## src/cbpg_pkg.sv

```systemverilog
// ----------------------------------------------------------------------------
// cbpg_pkg
// Shared constants and controller/datapath interface types.
// ----------------------------------------------------------------------------
`timescale 1ns / 1ps

package cbpg_pkg;

   localparam int IN_COORD_W     = 15;
   localparam int STEPS_W        = 6;
   localparam int REQ_DATA_W     = 128;
   localparam int RSP_DATA_W     = 32;
   localparam int MAX_STEPS_DEF  = 63;
   localparam int COORD_BITS_DEF = 15;

   typedef struct packed {
      logic       load;
      logic       pow;
      logic       cube;
      logic       mac;
      logic [1:0] mac_sel;
      logic       div_init;
      logic       div_step;
      logic       advance;
   } cmd_type;

   typedef struct packed {
      logic last;
   } status_type;

endpackage

```

## src/cbpg_datapath.sv

```systemverilog
// ----------------------------------------------------------------------------
// cbpg_datapath
// Weight, multiply-accumulate and restoring-divide datapath for one point.
// ----------------------------------------------------------------------------
`timescale 1ns / 1ps

module cbpg_datapath #(
   parameter int MAX_STEPS  = cbpg_pkg::MAX_STEPS_DEF,
   parameter int COORD_BITS = cbpg_pkg::COORD_BITS_DEF
) (
   input  logic                                  clock,
   input  cbpg_pkg::cmd_type                     cmd,
   input  logic [7:0][cbpg_pkg::IN_COORD_W-1:0]  coords,
   input  logic [cbpg_pkg::STEPS_W-1:0]          step_count,
   output cbpg_pkg::status_type                  status,
   output logic [COORD_BITS-1:0]                 point_x,
   output logic [COORD_BITS-1:0]                 point_y
);

   localparam int SW    = $clog2(MAX_STEPS + 1);
   localparam int ACC_W = COORD_BITS + 3 * SW;

   logic [3:0][COORD_BITS-1:0] cx_ff, cy_ff;
   logic [SW-1:0]              n_ff, k_ff, m;
   logic [2*SW-1:0]            m2_ff, k2_ff, n2_ff;
   logic [3:0][3*SW-1:0]       w_ff;
   logic [3*SW-1:0]            n3_ff, t1, t2, t3;
   logic [ACC_W-1:0]           accx_ff, accy_ff, remx_ff, remy_ff, dsh_ff;
   logic [ACC_W-1:0]           prodx, prody;
   logic [COORD_BITS-1:0]      qx_ff, qy_ff;
   logic [SW-1:0]              n_in;
   logic                       gex, gey;

   localparam logic [cbpg_pkg::STEPS_W-1:0] MAX_N = cbpg_pkg::STEPS_W'(MAX_STEPS);

   always_comb begin
      if (step_count == '0) begin
         n_in = SW'(1);
      end else if (step_count > MAX_N) begin
         n_in = SW'(MAX_STEPS);
      end else begin
         n_in = SW'(step_count);
      end
   end

   assign m     = n_ff - k_ff;
   assign t1    = (3*SW)'(m2_ff) * (3*SW)'(m);
   assign t2    = (3*SW)'(k2_ff) * (3*SW)'(m);
   assign t3    = (3*SW)'(m2_ff) * (3*SW)'(k_ff);
   assign prodx = ACC_W'(cx_ff[cmd.mac_sel]) * ACC_W'(w_ff[cmd.mac_sel]);
   assign prody = ACC_W'(cy_ff[cmd.mac_sel]) * ACC_W'(w_ff[cmd.mac_sel]);
   assign gex   = remx_ff >= dsh_ff;
   assign gey   = remy_ff >= dsh_ff;

   always_ff @(posedge clock) begin
      if (cmd.load) begin
         for (int i = 0; i < 4; i++) begin
            cx_ff[i] <= COORD_BITS'(coords[2*i]);
            cy_ff[i] <= COORD_BITS'(coords[2*i+1]);
         end
         n_ff <= n_in;
         k_ff <= '0;
      end
      if (cmd.advance) begin
         k_ff <= k_ff + SW'(1);
      end
      if (cmd.pow) begin
         m2_ff   <= (2*SW)'(m) * (2*SW)'(m);
         k2_ff   <= (2*SW)'(k_ff) * (2*SW)'(k_ff);
         n2_ff   <= (2*SW)'(n_ff) * (2*SW)'(n_ff);
         accx_ff <= '0;
         accy_ff <= '0;
      end
      if (cmd.cube) begin
         // weights: m^3, 3km^2, 3k^2m, k^3 (each at most n^3)
         w_ff[0] <= t1;
         w_ff[1] <= (t3 << 1) + t3;
         w_ff[2] <= (t2 << 1) + t2;
         w_ff[3] <= (3*SW)'(k2_ff) * (3*SW)'(k_ff);
         n3_ff   <= (3*SW)'(n2_ff) * (3*SW)'(n_ff);
      end
      if (cmd.mac) begin
         accx_ff <= accx_ff + prodx;
         accy_ff <= accy_ff + prody;
      end
      if (cmd.div_init) begin
         remx_ff <= accx_ff;
         remy_ff <= accy_ff;
         dsh_ff  <= ACC_W'(n3_ff) << (COORD_BITS - 1);
         qx_ff   <= '0;
         qy_ff   <= '0;
      end
      if (cmd.div_step) begin
         remx_ff <= gex ? remx_ff - dsh_ff : remx_ff;
         remy_ff <= gey ? remy_ff - dsh_ff : remy_ff;
         qx_ff   <= {qx_ff[COORD_BITS-2:0], gex};
         qy_ff   <= {qy_ff[COORD_BITS-2:0], gey};
         dsh_ff  <= dsh_ff >> 1;
      end
   end

   assign status.last = (k_ff == n_ff);
   assign point_x     = qx_ff;
   assign point_y     = qy_ff;

endmodule

```

## src/cbpg_ctrl.sv

```systemverilog
// ----------------------------------------------------------------------------
// cbpg_ctrl
// Sequencer: per point runs powers, weights, 4 MAC steps, divide, output.
// ----------------------------------------------------------------------------
`timescale 1ns / 1ps

module cbpg_ctrl #(
   parameter int COORD_BITS = cbpg_pkg::COORD_BITS_DEF
) (
   input  logic                 clock,
   input  logic                 reset,
   input  logic                 req_tvalid,
   output logic                 req_tready,
   output logic                 rsp_tvalid,
   input  logic                 rsp_tready,
   input  cbpg_pkg::status_type status,
   output cbpg_pkg::cmd_type    cmd
);

   localparam int CNT_W = $clog2(COORD_BITS);

   typedef enum logic [2:0] {
      IDLE, POW, CUBE, MAC, DINIT, DIV, OUT
   } state_type;

   state_type        state_ff;
   logic [CNT_W-1:0] cnt_ff;
   logic             req_tready_ff, rsp_tvalid_ff;

   assign req_tready = req_tready_ff;
   assign rsp_tvalid = rsp_tvalid_ff;

   always_comb begin
      cmd          = '0;
      cmd.load     = req_tvalid & req_tready_ff;
      cmd.pow      = (state_ff == POW);
      cmd.cube     = (state_ff == CUBE);
      cmd.mac      = (state_ff == MAC);
      cmd.mac_sel  = cnt_ff[1:0];
      cmd.div_init = (state_ff == DINIT);
      cmd.div_step = (state_ff == DIV);
      cmd.advance  = (state_ff == OUT) & rsp_tready & ~status.last;
   end

   always_ff @(posedge clock) begin
      if (reset) begin
         state_ff      <= IDLE;
         cnt_ff        <= '0;
         req_tready_ff <= 1'b1;
         rsp_tvalid_ff <= 1'b0;
      end else begin
         unique case (state_ff)
            IDLE: begin
               if (req_tvalid) begin
                  state_ff      <= POW;
                  req_tready_ff <= 1'b0;
               end
            end
            POW: state_ff <= CUBE;
            CUBE: begin
               state_ff <= MAC;
               cnt_ff   <= '0;
            end
            MAC: begin
               cnt_ff <= cnt_ff + CNT_W'(1);
               if (cnt_ff[1:0] == 2'd3) begin
                  state_ff <= DINIT;
               end
            end
            DINIT: begin
               state_ff <= DIV;
               cnt_ff   <= '0;
            end
            DIV: begin
               cnt_ff <= cnt_ff + CNT_W'(1);
               if (cnt_ff == CNT_W'(COORD_BITS - 1)) begin
                  state_ff      <= OUT;
                  rsp_tvalid_ff <= 1'b1;
               end
            end
            OUT: begin
               if (rsp_tready) begin
                  rsp_tvalid_ff <= 1'b0;
                  if (status.last) begin
                     state_ff      <= IDLE;
                     req_tready_ff <= 1'b1;
                  end else begin
                     state_ff <= POW;
                  end
               end
            end
            default: state_ff <= IDLE;
         endcase
      end
   end

endmodule

```

## src/cubic_bezier_point_generator.sv

```systemverilog
// ----------------------------------------------------------------------------
// cubic_bezier_point_generator
// Emits n+1 exact integer points of a cubic Bezier curve per request.
// ----------------------------------------------------------------------------
// Usage:
//   req channel: one transaction carries four control points and a step
//   count n (0 is taken as 1, above MAX_STEPS saturates to MAX_STEPS).
//   rsp channel: n+1 transactions follow, point k = 0..n, each coordinate
//   floor(sum of Bernstein weights * control / n^3); tlast marks k = n.
//   Each point runs powers, weights, four multiply-accumulate steps and
//   a restoring divide that resolves one quotient bit per cycle.
//   One request is worked at a time: req_tready is high only while idle,
//   so a request occupies the block until its last point is taken.
//   A stalled receiver holds the point in the output register; work
//   resumes on the next point once it is taken.
//   Reset (synchronous, active high) returns to idle with req_tready high
//   and rsp_tvalid low.
// ----------------------------------------------------------------------------
`timescale 1ns / 1ps

module cubic_bezier_point_generator #(
   parameter int MAX_STEPS  = cbpg_pkg::MAX_STEPS_DEF,
   parameter int COORD_BITS = cbpg_pkg::COORD_BITS_DEF
) (
   input  logic                            clock,
   input  logic                            reset,
   input  logic                            req_tvalid,
   output logic                            req_tready,
   // p0_x, p0_y, p1_x, p1_y, p2_x, p2_y, p3_x, p3_y (15 b each), step count (6 b)
   input  logic [cbpg_pkg::REQ_DATA_W-1:0] req_tdata,
   output logic                            rsp_tvalid,
   input  logic                            rsp_tready,
   // point_x (15 b), point_y (15 b)
   output logic [cbpg_pkg::RSP_DATA_W-1:0] rsp_tdata,
   output logic                            rsp_tlast
);

   localparam int CW = cbpg_pkg::IN_COORD_W;

   cbpg_pkg::cmd_type              cmd;
   cbpg_pkg::status_type           status;
   logic [7:0][CW-1:0]             coords;
   logic [COORD_BITS-1:0]          point_x, point_y;

   // unpack the eight coordinates, lowest field first
   always_comb begin
      for (int i = 0; i < 8; i++) begin
         coords[i] = req_tdata[i*CW +: CW];
      end
   end

   cbpg_ctrl #(
      .COORD_BITS (COORD_BITS)
   ) u_ctrl (
      .clock      (clock),
      .reset      (reset),
      .req_tvalid (req_tvalid),
      .req_tready (req_tready),
      .rsp_tvalid (rsp_tvalid),
      .rsp_tready (rsp_tready),
      .status     (status),
      .cmd        (cmd)
   );

   cbpg_datapath #(
      .MAX_STEPS  (MAX_STEPS),
      .COORD_BITS (COORD_BITS)
   ) u_datapath (
      .clock      (clock),
      .cmd        (cmd),
      .coords     (coords),
      .step_count (req_tdata[8*CW +: cbpg_pkg::STEPS_W]),
      .status     (status),
      .point_x    (point_x),
      .point_y    (point_y)
   );

   assign rsp_tdata = {{(cbpg_pkg::RSP_DATA_W - 2*CW){1'b0}}, CW'(point_y), CW'(point_x)};
   assign rsp_tlast = status.last;

endmodule

```

## config.mk

```make
export PLATFORM = sky130hd
export DESIGN_NAME = cubic_bezier_point_generator
export DESIGN_NICKNAME = d
export VERILOG_FILES = /design/src/cbpg_pkg.sv /design/src/cbpg_datapath.sv /design/src/cbpg_ctrl.sv /design/src/cubic_bezier_point_generator.sv
export SDC_FILE = /design/constraint.sdc
export NUM_CORES = 2
export LEC_CHECK = 0
export ABC_CLOCK_PERIOD_IN_PS = 13360
export BUFFER_PORTS_ARGS = -buffer_cell sky130_fd_sc_hd__buf_2
export CAP_MARGIN = 20
export CORE_ASPECT_RATIO = 1.4
export CORE_MARGIN = 1.5
export CORE_UTILIZATION = 39
export DETAILED_ROUTE_END_ITERATION = 7
export GPL_TIMING_DRIVEN = 0
export PLACE_DENSITY = 0.66
export SETUP_SLACK_MARGIN = 0.2
export SLEW_MARGIN = 10
export SYNTH_ARGS = -nofsm -noshare
export SYNTH_HDL_FRONTEND = slang
export SYNTH_HIERARCHICAL = 1
export SYNTH_SLANG_ARGS = --single-unit
```

## constraint.sdc

```tcl
create_clock -name clock -period 13.36 [get_ports clock]
set_clock_uncertainty 0.2 [all_clocks]
set_input_delay 2.672 -clock clock [delete_from_list [all_inputs] [get_ports clock]]
set_output_delay 2.672 -clock clock [all_outputs]
set_load 0.03 [all_outputs]
```

==> metrics.md <==
| Metric | Value |
|---|---|
| Status | finished, final reports clean |
| Skew-Pair Late Insertion Delay | 670 ps |
| Async SR Flop Fraction | 0 |
| FF+latch count, synth | 458 |
| Layout area overhead | 9.82% |
| Min Hold Slack | 329 ps |
| Buffers on Ports | 161 |
| Global-route usage over all layers | 0.225 |
| Top cells by count, synth | 970 x inv_1, 748 x nand2_1, 694 x fa_1, 471 x ha_1, 449 x edfxtp_1 |
| Crit end category | flop |
| Antenna violations before repair | 4 |
| Clk slew on worst S/H paths | 60 ps |
| CTS tree | built |
| Worst-path maximum fanout | 10 |
| Post-CTS setup buffers | 0 |
| DRC viols | 0 |
| Antenna Violating Nets Remaining | 0 |
| Top cells by area, synth | fa_1 26%, edfxtp_1 25%, ha_1 11% |
| Initial Util | 0.392 |
| Congestion Overflow GR | 0 |
| Sequential-to-total area share from yosys stat | 0.257 |
| Largest net degree at the start of global routing | 67 |
| Worst Tran Pin Value | 1210 ps |
| Yosys top cell area share | 0.261 |
| Avg Cell Area, Syn | 9.92 um^2 |
| Final Wtd Congestion | 0.940 |
| Vias per cell | 5.32 |
| Crit path from | u_ctrl/cnt_ff[1] |
| CP required | 13,580 ps |
| Die H | 440 um |
| R2R Path Start | u_ctrl/cnt_ff[1] |
| Cell taking the most area after synthesis | fa_1 |
| Number of iterations in the first detailed-routing pass | 5 |
| Wirelength per Cell | 20.6 um |
| Total CTS buffers | 52 |
| Setup crit start kind | flop |
| Nets | 6,922 |
| WP data arrival | 10,420 ps |
| Fmax | 0.0980 GHz |
| Post-Syn Area | 53,300 um^2 |
| Synth Instances | 5,369 |
| Root Driver | clkbuf_16 |
| Most frequent cell after synthesis | inv_1 |
| Slew Limit Fails | 0 |
| Endpoints failing setup | 0 |
| Routed vias | 39,700 |
| Die area | 139,000 um^2 |
| Layout cells sized above 1 | 0.0697 |
| Hold-fix buffers, CTS | 0 |
| Htree depth | 2 |
| CORE AREA | 136,000 um^2 |
| Initial DRC Count | 2,560 |
| Filler cell count | 13,100 |
| Post-route setup TNS | 0 ps |
| First-pass GRT wire length | 238 mm |
| Final-report hold violation count | 0 |
| I/O pin count | 167 |
| HPWL Detailed | 126 mm |
| Vias in the first global route | 41,600 |
| Unique masters post-synth | 88 |
| Std-Cell Rows | 160 |
| Total of max-cap violations | 0 |
| Post-CTS Resized | 0 |
| Max clock buf depth | 3 |
| Detailed-route wire length | 154 mm |
| Crit path time final | 10,200 ps |
| Clk sinks | 458 |
| EDFF count, synth | 449 |
| Fin crit share | 0.763 |
| Worst Hold Launch | u_ctrl/cnt_ff[0] |
| Max_slew headroom | 0.187 |
| Ys Warns | 6 |
| Worst min-delay path category | reg2reg |
| Setup repair after global routing missed its margin | no |
| Top FF cell, synth | edfxtp_1 |
| Die Wd | 315 um |
| Critical path class | reg2reg |
==> cell families after synthesis <==
logic type / count (synthesis) / share of synthesized area
AOI/OAI and AO/OA: 684 / 0.0853
and+or+nand+nor: 1568 / 0.139
adders and majority gates: 1165 / 0.372
muxes: 100 / 0.0283
other: 3 / 0.000211
xor gates and xnor gates: 202 / 0.0347
DFF: 458 / 0.257
buffers and inverters: 1189 / 0.0844
==> critical path: stages, from the launching register on <==
cell and delay (ps):
dfxtp_1 420, buf_4 190, clkbuf_1 280, clkbuf_1 560
buf_1 840, mux4_2 410, clkbuf_1 840, nand2_1 190
fa_1 570, inv_1 50, fa_1 540, inv_1 60
fa_1 500, inv_1 50, ha_1 290, fa_1 490
inv_1 50, fa_1 480, inv_1 50, ha_1 340
nand4_1 160, o21ai_0 100, nor3_1 370, a211o_1 220
a21oi_1 170, o41ai_1 900, o211ai_1 330, a31o_2 270
==> worst paths after layout <==
| path | end | slack, ps | depth (start not counted) |
|---|---|---|---|
| worst max-delay path | u_datapath/accy_ff[31] | 3160 | 27 |
| worst min-delay path | u_ctrl/cnt_ff[0] | 330 | 2 |
| worst max register to register | u_datapath/accy_ff[31] | 3160 | 27 |
| worst min register to register | u_ctrl/cnt_ff[0] | 330 | 2 |
==> sequential cells by signal (all words and copies together) (netlist names), 11 cells and up <==
name / flops
u_datapath/point_x: 15
u_datapath/k2_ff: 11
u_datapath/remx_ff: 33
u_datapath/accx_ff: 33
u_datapath/w_ff: 72
u_datapath/remy_ff: 33
u_datapath/cx_ff: 60
u_datapath/point_y: 15
u_datapath/n2_ff: 11
u_datapath/cy_ff: 60
u_datapath/dsh_ff: 32
u_datapath/n3_ff: 18
u_datapath/accy_ff: 33
u_datapath/m2_ff: 11
==> per-stage QoR <==
| step | instance area, um^2 | worst slack [ps] | utilization | cells |
|---|---|---|---|---|
| final | 58500 | 3160 | 0.431 | 7451 |
| after global routing | 58500 | 2720 | 0.431 | 7450 |
| after CTS | 58500 | 3190 | 0.431 | 7450 |
| after detailed placement | 56700 | 3240 | 0.418 | 7353 |
| after global placement | 56300 | 2300 | 0.415 | 7327 |
| after floorplan | 53300 | 5530 | - | 5384 |
==> layout make-up <==
class | count | area [um^2] | share of cell area
Sequential cell | 458 | 13700 | 0.234
Timing Repair Buffer | 187 | 1150 | 0.0196
Inverter | 971 | 3640 | 0.0623
Multi-Input combinational cell | 3737 | 35200 | 0.602
Tap cell | 1782 | 2230 | 0.0381
Buffer | 218 | 850 | 0.0145
Clock buffer | 58 | 1320 | 0.0226
Clock inverter | 39 | 410 | 0.00702
Antenna cell | 1 | 2.50 | 0.0000428
==> cells in the final DEF (no fill, tap or decap), drive strengths merged, types with 59 or more instances in the layout <==
master  instances
and2          313
xor2           59
inv           976
a21o          107
edfxtp        449
a21oi         197
o21ai         118
clkbuf        252
xnor2         138
buf           211
nor2          197
ha            471
fa            694
nand2         748
==> layer usage <==
metal | part of all wire | routed length (um) | global-route usage
met3 | 0.058 | 8870 | 0.0310
met5 | 0.00028 | 43 | 0
met2 | 0.51 | 77600 | 0.403
met1 | 0.36 | 56000 | 0.251
met4 | 0.072 | 11000 | 0.138
Power is left out: the tool's default activity adds up to more than one toggle a clock period on the data nets, which glitch-free logic cannot reach.
